**config.mk**
```make
export PLATFORM = sky130hd
export DESIGN_NAME = mono_note_priority_glide_top
export DESIGN_NICKNAME = d
export VERILOG_FILES = /design/src/design/npg_pkg.sv /design/src/design/npg_cell.sv /design/src/design/npg_glide.sv /design/src/design/mono_note_priority_glide_top.sv
export SDC_FILE = /design/constraint.sdc
export NUM_CORES = 2
export LEC_CHECK = 0
export BUFFER_PORTS_ARGS = -buffer_cell sky130_fd_sc_hd__buf_2
export CAP_MARGIN = 0
export CORE_UTILIZATION = 30
export CTS_CLUSTER_DIAMETER = 50
export DETAILED_ROUTE_END_ITERATION = 6
export MAX_ROUTING_LAYER = met4
export SYNTH_ARGS = -nofsm -noshare
export SYNTH_HDL_FRONTEND = slang
export SYNTH_SLANG_ARGS = --single-unit
```
**constraint.sdc**
```tcl
create_clock -name clk -period 5.9 [get_ports clk]
set_input_delay 1.18 -clock clk [delete_from_list [all_inputs] [get_ports clk]]
set_output_delay 1.18 -clock clk [all_outputs]
set_load 0.02 [all_outputs]
```
**src/design/npg_pkg.sv**
```systemverilog
`timescale 1ns / 1ps

package npg_pkg;

  localparam int STACK_DEPTH_DEF = 16;
  localparam int NOTE_W          = 7;
  localparam int VEL_W           = 7;
  localparam int OP_W            = 2;
  localparam int GLIDE_W         = 23;
  localparam int COEFF_W         = 17;
  localparam int FRAC_W          = 16;
  localparam int PRI_W           = 2;
  localparam int CFG_IDX_W       = 2;
  localparam int IN_DATA_W       = 16;
  localparam int OUT_DATA_W      = 32;

  localparam logic [NOTE_W-1:0]  RESET_NOTE  = 7'd69;
  localparam logic [COEFF_W-1:0] COEFF_RESET = 17'h10000;

  // Input operation codes.
  localparam logic [OP_W-1:0] OP_NOTE_ON  = 2'd0;
  localparam logic [OP_W-1:0] OP_NOTE_OFF = 2'd1;
  localparam logic [OP_W-1:0] OP_ALL_OFF  = 2'd2;
  localparam logic [OP_W-1:0] OP_TICK     = 2'd3;

  // Priority modes; the unused code behaves as lowest note.
  localparam logic [PRI_W-1:0] PRI_LOW  = 2'd0;
  localparam logic [PRI_W-1:0] PRI_HIGH = 2'd1;
  localparam logic [PRI_W-1:0] PRI_LAST = 2'd2;

  // Configuration register indexes.
  localparam logic [CFG_IDX_W-1:0] REG_PRIORITY = 2'd0;
  localparam logic [CFG_IDX_W-1:0] REG_LEGATO   = 2'd1;
  localparam logic [CFG_IDX_W-1:0] REG_RETRIG   = 2'd2;
  localparam logic [CFG_IDX_W-1:0] REG_COEFF    = 2'd3;

  typedef enum logic [1:0] {
    EV_ON,
    EV_OFF,
    EV_ALL,
    EV_TICK
  } ev_kind_t;

  typedef enum logic [2:0] {
    ST_IDLE,
    ST_MATCH,
    ST_APPLY,
    ST_TOP,
    ST_PICK,
    ST_GLIDE,
    ST_OUT
  } state_t;

  typedef enum logic [2:0] {
    CELL_HOLD,
    CELL_MATCH,
    CELL_INSERT,
    CELL_REMOVE,
    CELL_TOP
  } cell_cmd_t;

  typedef struct packed {
    cell_cmd_t         cmd;
    logic              s_en;
    logic              o_en;
    logic [NOTE_W-1:0] note;
  } cell_ctrl_t;

endpackage

```
**src/design/npg_cell.sv**
```systemverilog
`timescale 1ns / 1ps

// One slot of both note stacks. Match and top-of-stack information ripples
// one cell per clock from the low end toward the high end.
module npg_cell import npg_pkg::*; #(
  parameter int IDX_W = 5,
  parameter int IDX   = 0
) (
  input  logic              clk,
  input  cell_ctrl_t        ctrl,
  input  logic [IDX_W-1:0]  s_count,
  input  logic [IDX_W-1:0]  o_count,
  input  logic [NOTE_W-1:0] s_left,
  input  logic              gt_left,
  input  logic              s_hit_left,
  input  logic              o_hit_left,
  input  logic [NOTE_W-1:0] s_top_left,
  input  logic [NOTE_W-1:0] o_top_left,
  input  logic [NOTE_W-1:0] s_right,
  input  logic [NOTE_W-1:0] o_right,
  output logic [NOTE_W-1:0] s_note,
  output logic [NOTE_W-1:0] o_note,
  output logic              gt,
  output logic              s_hit,
  output logic              o_hit,
  output logic [NOTE_W-1:0] s_top,
  output logic [NOTE_W-1:0] o_top
);

  localparam logic [IDX_W-1:0] MY_IDX  = IDX_W'(IDX);
  localparam logic [IDX_W-1:0] MY_NEXT = IDX_W'(IDX + 1);

  logic [NOTE_W-1:0] s_note_r, s_note_nxt, o_note_r, o_note_nxt;
  logic [NOTE_W-1:0] s_top_r, s_top_nxt, o_top_r, o_top_nxt;
  logic              s_hit_r, s_hit_nxt, o_hit_r, o_hit_nxt;
  logic              s_valid, o_valid, s_match, o_match;

  assign s_valid = (MY_IDX < s_count);
  assign o_valid = (MY_IDX < o_count);
  assign s_match = s_valid && (s_note_r == ctrl.note);
  assign o_match = o_valid && (o_note_r == ctrl.note);
  assign gt      = s_valid && (ctrl.note < s_note_r);

  always_comb begin
    s_note_nxt = s_note_r;
    o_note_nxt = o_note_r;
    s_hit_nxt  = s_hit_r;
    o_hit_nxt  = o_hit_r;
    s_top_nxt  = s_top_r;
    o_top_nxt  = o_top_r;
    unique case (ctrl.cmd)
      CELL_MATCH: begin
        // Prefix OR of matches: set from the first matching slot upward.
        s_hit_nxt = s_hit_left | s_match;
        o_hit_nxt = o_hit_left | o_match;
      end
      CELL_INSERT: begin
        if (ctrl.s_en) begin
          if (gt_left) begin
            s_note_nxt = s_left;
          end else if (gt || (MY_IDX == s_count)) begin
            s_note_nxt = ctrl.note;
          end
        end
        if (ctrl.o_en && (MY_IDX == o_count)) begin
          o_note_nxt = ctrl.note;
        end
      end
      CELL_REMOVE: begin
        if (s_hit_r) begin
          s_note_nxt = s_right;
        end
        if (o_hit_r) begin
          o_note_nxt = o_right;
        end
      end
      CELL_TOP: begin
        s_top_nxt = (MY_NEXT == s_count) ? s_note_r : s_top_left;
        o_top_nxt = (MY_NEXT == o_count) ? o_note_r : o_top_left;
      end
      default: begin
      end
    endcase
  end

  always_ff @(posedge clk) begin
    s_note_r <= s_note_nxt;
    o_note_r <= o_note_nxt;
    s_hit_r  <= s_hit_nxt;
    o_hit_r  <= o_hit_nxt;
    s_top_r  <= s_top_nxt;
    o_top_r  <= o_top_nxt;
  end

  assign s_note = s_note_r;
  assign o_note = o_note_r;
  assign s_hit  = s_hit_r;
  assign o_hit  = o_hit_r;
  assign s_top  = s_top_r;
  assign o_top  = o_top_r;

endmodule

```
**src/design/npg_glide.sv**
```systemverilog
`timescale 1ns / 1ps

// One-pole glide in Q7.16: products are registered first, then summed and
// rounded into the value; coefficient bit 16 set makes it jump to the target.
module npg_glide import npg_pkg::*; (
  input  logic               clk,
  input  logic               rst_n,
  input  logic               start,
  input  logic [COEFF_W-1:0] coeff,
  input  logic [NOTE_W-1:0]  target,
  output logic [GLIDE_W-1:0] value,
  output logic               done
);

  localparam int P1_W  = FRAC_W + GLIDE_W;
  localparam int P2_W  = COEFF_W + NOTE_W;
  localparam int ACC_W = P1_W + 2;

  logic [GLIDE_W-1:0] value_r, value_nxt;
  logic               busy_r;
  logic               jump_r;
  logic [P1_W-1:0]    p1_r;
  logic [P2_W-1:0]    p2_r;
  logic [NOTE_W-1:0]  target_r;
  logic [COEFF_W-1:0] inv_coeff;
  logic [ACC_W-1:0]   acc;

  assign inv_coeff = COEFF_RESET - {1'b0, coeff[FRAC_W-1:0]};
  assign acc = ACC_W'(p1_r) + ACC_W'({p2_r, {FRAC_W{1'b0}}})
             + ACC_W'(1 << (FRAC_W - 1));

  always_comb begin
    value_nxt = value_r;
    if (busy_r) begin
      if (jump_r) begin
        value_nxt = {target_r, {FRAC_W{1'b0}}};
      end else begin
        value_nxt = acc[FRAC_W +: GLIDE_W];
      end
    end
  end

  always_ff @(posedge clk) begin
    if (start) begin
      jump_r   <= coeff[FRAC_W];
      p1_r     <= P1_W'(coeff[FRAC_W-1:0]) * P1_W'(value_r);
      p2_r     <= P2_W'(inv_coeff) * P2_W'(target);
      target_r <= target;
    end
  end

  always_ff @(posedge clk) begin
    if (!rst_n) begin
      busy_r  <= 1'b0;
      value_r <= {RESET_NOTE, {FRAC_W{1'b0}}};
    end else begin
      busy_r  <= start;
      value_r <= value_nxt;
    end
  end

  assign value = value_r;
  assign done  = busy_r;

endmodule

```
**src/design/mono_note_priority_glide_top.sv**
```systemverilog
`timescale 1ns / 1ps

// Monophonic voice allocator with note priority and portamento.
// Input beats arrive on in_t*: in_tuser carries the operation (note on, note
// off, all notes off, sample tick) and in_tdata the note number and velocity.
// Every input beat yields exactly one output beat on out_t* carrying gate,
// trigger, target note and the glided pitch in Q7.16.
// Registers are written over cfg_* (always ready); the user must write them
// only while the block is idle, which the block itself does not enforce.
// A tick runs the glide unit; note on and note off make two passes along the
// cell chain (match search, then top-of-stack pickup), one cell per cycle. All
// notes off skips both. A duplicate note on finishes after the match pass.
// One item is processed at a time; in_tready is high only when idle.
// The result register lets the next item be accepted while a result waits;
// a stalled receiver holds that result and the following one waits to load.
// Synchronous reset clears both stacks, drops the gate, sets the chosen note
// to 69 and the glide to 69.0, and restores the register defaults.
module mono_note_priority_glide_top import npg_pkg::*; #(
  parameter int STACK_DEPTH = STACK_DEPTH_DEF
) (
  input  logic                  clk,
  input  logic                  rst_n,
  input  logic                  in_tvalid,
  output logic                  in_tready,
  input  logic [IN_DATA_W-1:0]  in_tdata,   // note_number[6:0], velocity[13:7]
  input  logic [OP_W-1:0]       in_tuser,   // operation[1:0]
  output logic                  out_tvalid,
  input  logic                  out_tready,
  output logic [OUT_DATA_W-1:0] out_tdata,  // gate[0], trigger[1],
                                            // target_note[8:2], glide_note[31:9]
  input  logic                  cfg_valid,
  output logic                  cfg_ready,
  input  logic [CFG_IDX_W-1:0]  cfg_index,
  input  logic [COEFF_W-1:0]    cfg_data
);

  localparam int IDX_W = $clog2(STACK_DEPTH + 1);
  localparam logic [IDX_W-1:0] DEPTH_CNT = IDX_W'(STACK_DEPTH);
  localparam logic [IDX_W-1:0] LAST_CNT  = IDX_W'(STACK_DEPTH - 1);

  // Configuration registers.
  logic [PRI_W-1:0]   pri_mode_r;
  logic               legato_r;
  logic               retrig_r;
  logic [COEFF_W-1:0] coeff_r;

  state_t             state_r, state_nxt;
  ev_kind_t           kind_r, kind_nxt, kind_in;
  logic [NOTE_W-1:0]  note_r, note_nxt;
  logic [IDX_W-1:0]   cnt_r, cnt_nxt;
  logic [IDX_W-1:0]   s_count_r, s_count_nxt, o_count_r, o_count_nxt;
  logic [NOTE_W-1:0]  chosen_r, chosen_nxt;
  logic               gate_r, gate_nxt;
  logic               pend_r, pend_nxt;
  logic               trig_r, trig_nxt;
  logic               out_valid_r, out_valid_nxt;
  logic [OUT_DATA_W-1:0] out_data_r, out_data_nxt;

  cell_ctrl_t         ctrl;
  logic               glide_start, glide_done;
  logic [GLIDE_W-1:0] glide_value;

  logic [NOTE_W-1:0]  s_note [STACK_DEPTH];
  logic [NOTE_W-1:0]  o_note [STACK_DEPTH];
  logic [NOTE_W-1:0]  s_top  [STACK_DEPTH];
  logic [NOTE_W-1:0]  o_top  [STACK_DEPTH];
  logic               gt     [STACK_DEPTH];
  logic               s_hit  [STACK_DEPTH];
  logic               o_hit  [STACK_DEPTH];

  logic [OP_W-1:0]    in_op;
  logic [NOTE_W-1:0]  in_note;
  logic [VEL_W-1:0]   in_vel;

  assign in_op   = in_tuser;
  assign in_note = in_tdata[NOTE_W-1:0];
  assign in_vel  = in_tdata[NOTE_W +: VEL_W];

  // A note on with zero velocity is handled as a note off.
  always_comb begin
    unique case (in_op)
      OP_NOTE_ON:  kind_in = (in_vel == '0) ? EV_OFF : EV_ON;
      OP_NOTE_OFF: kind_in = EV_OFF;
      OP_ALL_OFF:  kind_in = EV_ALL;
      OP_TICK:     kind_in = EV_TICK;
      default:     kind_in = EV_TICK;
    endcase
  end

  // Configuration port: always ready, writes beyond the list are ignored.
  assign cfg_ready = 1'b1;

  always_ff @(posedge clk) begin
    if (!rst_n) begin
      pri_mode_r <= PRI_LOW;
      legato_r   <= 1'b0;
      retrig_r   <= 1'b0;
      coeff_r    <= COEFF_RESET;
    end else if (cfg_valid) begin
      unique case (cfg_index)
        REG_PRIORITY: pri_mode_r <= cfg_data[PRI_W-1:0];
        REG_LEGATO:   legato_r   <= cfg_data[0];
        REG_RETRIG:   retrig_r   <= cfg_data[0];
        REG_COEFF:    coeff_r    <= cfg_data;
        default: begin
        end
      endcase
    end
  end

  // The cell chain. Cell 0 sees zeros on its low side; the last cell sees
  // its own contents on its high side, which only matters past the count.
  for (genvar i = 0; i < STACK_DEPTH; i++) begin : g_cell
    logic [NOTE_W-1:0] s_lt, s_tl, o_tl, s_rt, o_rt;
    logic              g_lt, sh_lt, oh_lt;

    if (i == 0) begin : g_first
      assign s_lt  = '0;
      assign g_lt  = 1'b0;
      assign sh_lt = 1'b0;
      assign oh_lt = 1'b0;
      assign s_tl  = '0;
      assign o_tl  = '0;
    end else begin : g_mid
      assign s_lt  = s_note[i-1];
      assign g_lt  = gt[i-1];
      assign sh_lt = s_hit[i-1];
      assign oh_lt = o_hit[i-1];
      assign s_tl  = s_top[i-1];
      assign o_tl  = o_top[i-1];
    end

    if (i == STACK_DEPTH - 1) begin : g_last
      assign s_rt = s_note[i];
      assign o_rt = o_note[i];
    end else begin : g_inner
      assign s_rt = s_note[i+1];
      assign o_rt = o_note[i+1];
    end

    npg_cell #(
      .IDX_W (IDX_W),
      .IDX   (i)
    ) u_cell (
      .clk        (clk),
      .ctrl       (ctrl),
      .s_count    (s_count_r),
      .o_count    (o_count_r),
      .s_left     (s_lt),
      .gt_left    (g_lt),
      .s_hit_left (sh_lt),
      .o_hit_left (oh_lt),
      .s_top_left (s_tl),
      .o_top_left (o_tl),
      .s_right    (s_rt),
      .o_right    (o_rt),
      .s_note     (s_note[i]),
      .o_note     (o_note[i]),
      .gt         (gt[i]),
      .s_hit      (s_hit[i]),
      .o_hit      (o_hit[i]),
      .s_top      (s_top[i]),
      .o_top      (o_top[i])
    );
  end

  npg_glide u_glide (
    .clk    (clk),
    .rst_n  (rst_n),
    .start  (glide_start),
    .coeff  (coeff_r),
    .target (chosen_r),
    .value  (glide_value),
    .done   (glide_done)
  );

  assign in_tready = (state_r == ST_IDLE);

  always_comb begin
    state_nxt     = state_r;
    kind_nxt      = kind_r;
    note_nxt      = note_r;
    cnt_nxt       = cnt_r;
    s_count_nxt   = s_count_r;
    o_count_nxt   = o_count_r;
    chosen_nxt    = chosen_r;
    gate_nxt      = gate_r;
    pend_nxt      = pend_r;
    trig_nxt      = trig_r;
    out_valid_nxt = out_valid_r;
    out_data_nxt  = out_data_r;
    glide_start   = 1'b0;
    ctrl          = '{cmd: CELL_HOLD, s_en: 1'b0, o_en: 1'b0, note: note_r};

    if (out_valid_r && out_tready) begin
      out_valid_nxt = 1'b0;
    end

    unique case (state_r)
      ST_IDLE: begin
        if (in_tvalid) begin
          kind_nxt = kind_in;
          note_nxt = in_note;
          trig_nxt = 1'b0;
          cnt_nxt  = '0;
          unique case (kind_in)
            EV_ON, EV_OFF: begin
              state_nxt = ST_MATCH;
            end
            EV_ALL: begin
              s_count_nxt = '0;
              o_count_nxt = '0;
              gate_nxt    = 1'b0;
              pend_nxt    = 1'b0;
              state_nxt   = ST_OUT;
            end
            default: begin
              glide_start = 1'b1;
              trig_nxt    = pend_r;
              pend_nxt    = 1'b0;
              state_nxt   = ST_GLIDE;
            end
          endcase
        end
      end
      ST_MATCH: begin
        ctrl.cmd = CELL_MATCH;
        cnt_nxt  = cnt_r + 1'b1;
        if (cnt_r == LAST_CNT) begin
          cnt_nxt   = '0;
          state_nxt = ST_APPLY;
        end
      end
      ST_APPLY: begin
        if (kind_r == EV_ON) begin
          if (s_hit[STACK_DEPTH-1]) begin
            // Note already held: nothing changes.
            state_nxt = ST_OUT;
          end else begin
            ctrl.cmd  = CELL_INSERT;
            ctrl.s_en = (s_count_r < DEPTH_CNT);
            ctrl.o_en = (o_count_r < DEPTH_CNT);
            if (ctrl.s_en) begin
              s_count_nxt = s_count_r + 1'b1;
            end
            if (ctrl.o_en) begin
              o_count_nxt = o_count_r + 1'b1;
            end
            state_nxt = ST_TOP;
          end
        end else begin
          ctrl.cmd = CELL_REMOVE;
          if (s_hit[STACK_DEPTH-1]) begin
            s_count_nxt = s_count_r - 1'b1;
          end
          if (o_hit[STACK_DEPTH-1]) begin
            o_count_nxt = o_count_r - 1'b1;
          end
          state_nxt = ST_TOP;
        end
      end
      ST_TOP: begin
        ctrl.cmd = CELL_TOP;
        cnt_nxt  = cnt_r + 1'b1;
        if (cnt_r == LAST_CNT) begin
          cnt_nxt   = '0;
          state_nxt = ST_PICK;
        end
      end
      ST_PICK: begin
        if (s_count_r == '0) begin
          gate_nxt = 1'b0;
        end else begin
          gate_nxt = 1'b1;
          unique case (pri_mode_r)
            PRI_HIGH: chosen_nxt = s_top[STACK_DEPTH-1];
            PRI_LAST: chosen_nxt = (o_count_r != '0) ? o_top[STACK_DEPTH-1] : s_note[0];
            default:  chosen_nxt = s_note[0];
          endcase
        end
        if (kind_r == EV_ON) begin
          // gate_r still holds the gate from before this note on.
          if (!legato_r || !gate_r || retrig_r) begin
            pend_nxt = 1'b1;
          end
        end else begin
          pend_nxt = 1'b0;
        end
        state_nxt = ST_OUT;
      end
      ST_GLIDE: begin
        if (glide_done) begin
          state_nxt = ST_OUT;
        end
      end
      ST_OUT: begin
        if (!out_valid_r || out_tready) begin
          out_valid_nxt = 1'b1;
          out_data_nxt  = {glide_value, chosen_r, trig_r, gate_r};
          state_nxt     = ST_IDLE;
        end
      end
      default: begin
        state_nxt = ST_IDLE;
      end
    endcase
  end

  always_ff @(posedge clk) begin
    if (!rst_n) begin
      state_r     <= ST_IDLE;
      s_count_r   <= '0;
      o_count_r   <= '0;
      chosen_r    <= RESET_NOTE;
      gate_r      <= 1'b0;
      pend_r      <= 1'b0;
      out_valid_r <= 1'b0;
      cnt_r       <= '0;
    end else begin
      state_r     <= state_nxt;
      s_count_r   <= s_count_nxt;
      o_count_r   <= o_count_nxt;
      chosen_r    <= chosen_nxt;
      gate_r      <= gate_nxt;
      pend_r      <= pend_nxt;
      out_valid_r <= out_valid_nxt;
      cnt_r       <= cnt_nxt;
    end
  end

  always_ff @(posedge clk) begin
    kind_r     <= kind_nxt;
    note_r     <= note_nxt;
    trig_r     <= trig_nxt;
    out_data_r <= out_data_nxt;
  end

  assign out_tvalid = out_valid_r;
  assign out_tdata  = out_data_r;

  // Both stacks always hold the same set of notes, so their fill counts agree.
  a_counts_equal : assert property (@(posedge clk) disable iff (!rst_n)
    s_count_r == o_count_r)
    else $error("note stack counts diverged");

  a_count_bound : assert property (@(posedge clk) disable iff (!rst_n)
    s_count_r <= DEPTH_CNT)
    else $error("note stack count above depth");

  // Between items the gate reflects whether any note is held.
  a_gate_idle : assert property (@(posedge clk) disable iff (!rst_n)
    (state_r == ST_IDLE) |-> (gate_r == (s_count_r != '0)))
    else $error("gate out of step with held notes");

  // The glide unit only runs while a tick is being processed.
  a_glide_owner : assert property (@(posedge clk) disable iff (!rst_n)
    glide_done |-> (state_r == ST_GLIDE) && (kind_r == EV_TICK))
    else $error("glide update outside a tick");

endmodule
```
==> reports/summary.log <==
INFO  clock_tree     cts_buffers=82
INFO  setup_path     worstSetupEndpointType=register
INFO  logic_synthesis synth_edf_count=577
INFO  setup_path     startpoint_of_the_worst_slack_reg_to_reg_timing_path=coeff_r[6]
INFO  pwr            share_clk_of_total_power=23.6%
INFO  logic_synthesis asyncSetResetFlopFracSynth=0%
INFO  finish         layout.nets=5477
INFO  drt            postRouteAntennaNets=0
INFO  placed_design  port_buffers=73
INFO  die            start_util=30.33%
INFO  global_routing grt_first_pass_wirelength=200.2mm
INFO  global_routing antenna_violations_before_repair=1
INFO  setup_path     worst-endpoint-arrival=6.50ns
INFO  logic_synthesis ys_seq_area_share=39.51%
INFO  setup_path     critical-path-top-delay-family=adder cells
INFO  logic_synthesis post-synth-top-area-fraction=36.44%
INFO  pwr            netSwitchingFraction=37.92%
INFO  sta            max_clock_freq=0.1644GHz
INFO  min_path       timing.hold.worst_path_depth=0
INFO  drt            routed_wl=125.6mm
INFO  pwr            total_leakage_power=23.34nW
INFO  sta            layout_min_cycle_time=6.081ns
INFO  logic_synthesis synth.top_cells.by_area=edfxtp_1 36%, fa_1 15%, ha_1 7.8%
INFO  status         failing_checks=negative setup slack
INFO  clock_tree     root_buffer=clkbuf_16
INFO  logic_synthesis syn-cell-area=47550squm
INFO  sta            rsz0062_at_grt=true
INFO  setup_path     cp_max_fo=16
INFO  global_routing first_global_vias=35.14k
INFO  pwr            power_switching=8.105mW
INFO  logic_synthesis ys_ff_latch=650
INFO  global_routing grt_overflow_total=0
INFO  finish         fin_cells=6902
INFO  pwr            pwr-share-comb=43.5%
INFO  min_path       holdCritStartpoint=trig_r
INFO  sta            skew=0.04395ns
INFO  drt            wire_per_inst=18.19microns
INFO  clock_tree     clk_path_buf_depth=3
INFO  finish         drive_above_1_share=17.03%
INFO  setup_path     setup.worst_path.start_class=register
INFO  setup_path     worstPathCellList=buf_12 > and2_1 > fa_1 > inv_1 > fa_1 > fa_1 > inv_1 > fa_1 > fa_1 > inv_1 > fa_1 > inv_2 > ha_4 > a21o_1 > a21o_1 > a21oi_2 > o21ai_2 > a21oi_4 > nor4_4 > or3_4 > a21oi_4 > o31ai_2 > xnor2_1
INFO  setup_path     path_common_cell=fa_1
INFO  min_path       worstHoldEndpoint=out_tdata[1]
INFO  die            i_o_pin_count=77
INFO  finish         final_util=35.46%
INFO  die            core_area=156800squm
INFO  pwr            design_power_total=21.37mW
INFO  setup_path     critical-path-slowest-cell=fa_1
INFO  sta            timing.final.ws_setup=-0.1809ns
INFO  logic_synthesis synth_largest_area_cell=edfxtp_1
INFO  drt            drc=0
INFO  global_routing grt_use_total=16.30%
INFO  logic_synthesis synth-warning-count=0
INFO  pwr            cellInternalPower=13.27mW
INFO  setup_path     cp.required=6.32ns
INFO  sta            final.hold.worst_slack=0.4356ns
INFO  pwr            power_density=384.5nW/um^2
INFO  setup_path     cp_num_buf_inv=5
INFO  die            fp.dieArea=160100squm
INFO  status         outcome=finished with violations
INFO  sta            crit_share_post_route=103.1%
INFO  finish         synthToLayoutAreaGrowth=16.90%
INFO  die            dieWidth=400.1microns
INFO  logic_synthesis dominantRegCellSynth=edfxtp_1
INFO  setup_path     ff_to_ff_setup_slack=-0.18ns
INFO  drt            via_count=33.99k
INFO  clock_tree     clkSlewWorstSetupHoldPaths=0.06ns
INFO  logic_synthesis avgSynthCellArea=10.40squm
INFO  drt            post_drt_via_cell_ratio=4.925
INFO  drt            initialDrtViolationCount=2403
INFO  placed_design  place_worst_setup_slack=-0.6225ns
INFO  placed_design  routabilityCongestion=0.8629
INFO  placed_design  dp_cell_count=6728
INFO  clock_tree     tritoncts=done
INFO  job            maxCapViolations=0
INFO  pwr            ir_drop=373.3uV
INFO  die            die_h=400.1microns
INFO  setup_path     rr_endpoint=u_glide.p1_r[35]
INFO  setup_path     r2r.worst_path.cells=23
INFO  sta            setup_viol=17
INFO  clock_tree     cts.sink_count=650
INFO  die            row_count=145
INFO  logic_synthesis synth_fp_nets=5274
INFO  placed_design  place_hpwl=91.42mm
INFO  sta            hold_violations=0
INFO  sta            tightestPinTransition=1.254ns
INFO  setup_path     critical-path-max-stage-delay=0.55ns
INFO  clock_tree     ctsHtreeMaxLevel=3
INFO  pwr            power.sequential.fraction=32.9%
INFO  setup_path     worst-setup-path-type=reg -> reg
INFO  min_path       hold_path_class=reg -> reg
INFO  clock_tree     clk_latency=0.69ns
INFO  drt            detailedRoute.firstPassIterationCount=5
INFO  sta            relSlewSlack=16.38%
INFO  logic_synthesis netlist_instances=4571
INFO  global_routing largest_net_degree_at_the_start_of_global_routing=110
INFO  logic_synthesis post_synth_num_cell_types=73
INFO  sta            report.final.slew_viol_count=0
INFO  clock_tree     cts.hold.buffers_added=0
-- final cells by class --
cell class / count / area [sq um]
diodes: 1 / 2.502
multi-input cells: 3128 / 26460
clock buffers: 108 / 2200
well taps: 2058 / 2575
clock inverters: 45 / 526.8
flip-flops and latches: 650 / 18880
repair buffers: 367 / 2884
inverters: 545 / 2058
fillers: 15545 / 101200
-- synthesized netlist by cell type, types with 25 or more instances --
master / number
a31oi_1: 25
nand2b_1: 35
o21ai_0: 226
nor2_1: 204
a21o_1: 153
dfxtp_1: 73
nand3_1: 37
nand4_1: 32
a211oi_1: 34
mux2i_1: 52
xor2_1: 85
a21oi_1: 171
ha_1: 296
nor3_1: 106
fa_1: 365
and3_1: 28
inv_1: 543
mux2_2: 151
nand2_1: 585
clkbuf_1: 226
xnor2_1: 109
edfxtp_1: 577
nor2b_1: 43
and2_1: 192
-- layout by cell type, fill, tap and decap left out, types with 52 or more instances in the layout --
master	n
a21o_1	153
a21oi_1	161
and2_1	182
buf_2	73
buf_4	249
clkbuf_16	82
edfxtp_1	577
fa_1	353
ha_1	282
inv_1	525
mux2_2	151
mux2i_1	52
nand2_1	575
nor2_1	190
nor3_1	99
o21ai_0	223
xnor2_1	106
xor2_1	83
-- worst max path at each step --
stage | slack (ns) | to | cells after the start | from
2_1_floorplan | -0.11 | u_glide.p1_r[35] | 21 | coeff_r[10]
3_3_place_gp | -0.63 | u_glide.p1_r[37] | 19 | coeff_r[10]
3_5_place_dp | -0.62 | u_glide.p1_r[33] | 24 | coeff_r[6]
4_1_cts | -0.18 | u_glide.p1_r[34] | 23 | u_glide.value[8]
5_1_grt | -0.38 | u_glide.p1_r[34] | 21 | u_glide.value[14]
6_report | -0.18 | u_glide.p1_r[35] | 23 | coeff_r[6]
-- per-stage QoR --
step	setup TNS, ns	instance area, sq um
6_report	-1.464	55580
5_1_grt	-6.018	55580
3_5_place_dp	-8.937	51960
2_1_floorplan	-0.1787	47970
3_3_place_gp	-7.770	51960
4_1_cts	-1.298	55300
-- flip-flops by register name, summed over array words and instances (netlist names), 7 cells and up --
register and cells:
chosen_r 7, coeff_r 17, g_cell.u_cell.o_hit 16, g_cell.u_cell.o_note 112
g_cell.u_cell.o_top 112, g_cell.u_cell.s_hit 16, g_cell.u_cell.s_note 112, g_cell.u_cell.s_top 112
note_r 7, out_tdata 32, u_glide.p1_r 24, u_glide.p2_r 23
u_glide.target_r 7, u_glide.value 23
-- what timing repair did --
| action | CTS | global route |
|---|---|---|
| buffers inserted | 14 | 8 |
| endpoints found under the setup margin | 25 | 24 |
| pin swaps | 73 | 34 |
| gates resized for setup | 142 | 59 |
| cloned | 0 | 0 |
-- routing by layer --
layer  track usage, %  routed length (microns)  vias up
met5                -                        0        -
met1            22.19                    57400    16996
met3            2.962                     8313      197
li1                 -                        -    15815
met2            25.04                    57240      981
met4            3.918                     2620        0
-- power groups by stage --
stage | sequential (mW) | combinational (mW) | clock (mW)
after global routing | 7.10 | 10.3 | 5.30
after detailed placement | 7.10 | 8.47 | 0
after CTS | 7.01 | 8.83 | 5.14
final | 7.02 | 9.30 | 5.05
after floorplan | 6.77 | 5.99 | 0
after global placement | 7.10 | 8.26 | 0
-- cells by family after synthesis --
logic type,after synthesis,synth area share (%)
compound gates,744,9.716
simple gates,1324,13.02
mux,203,4.671
other cells,1,0.007887
fa+ha+maj,661,23.16
xor+xnor,195,3.608
buf+inv,793,6.308
flops,650,39.51
Power figures use the tool's default switching activity.
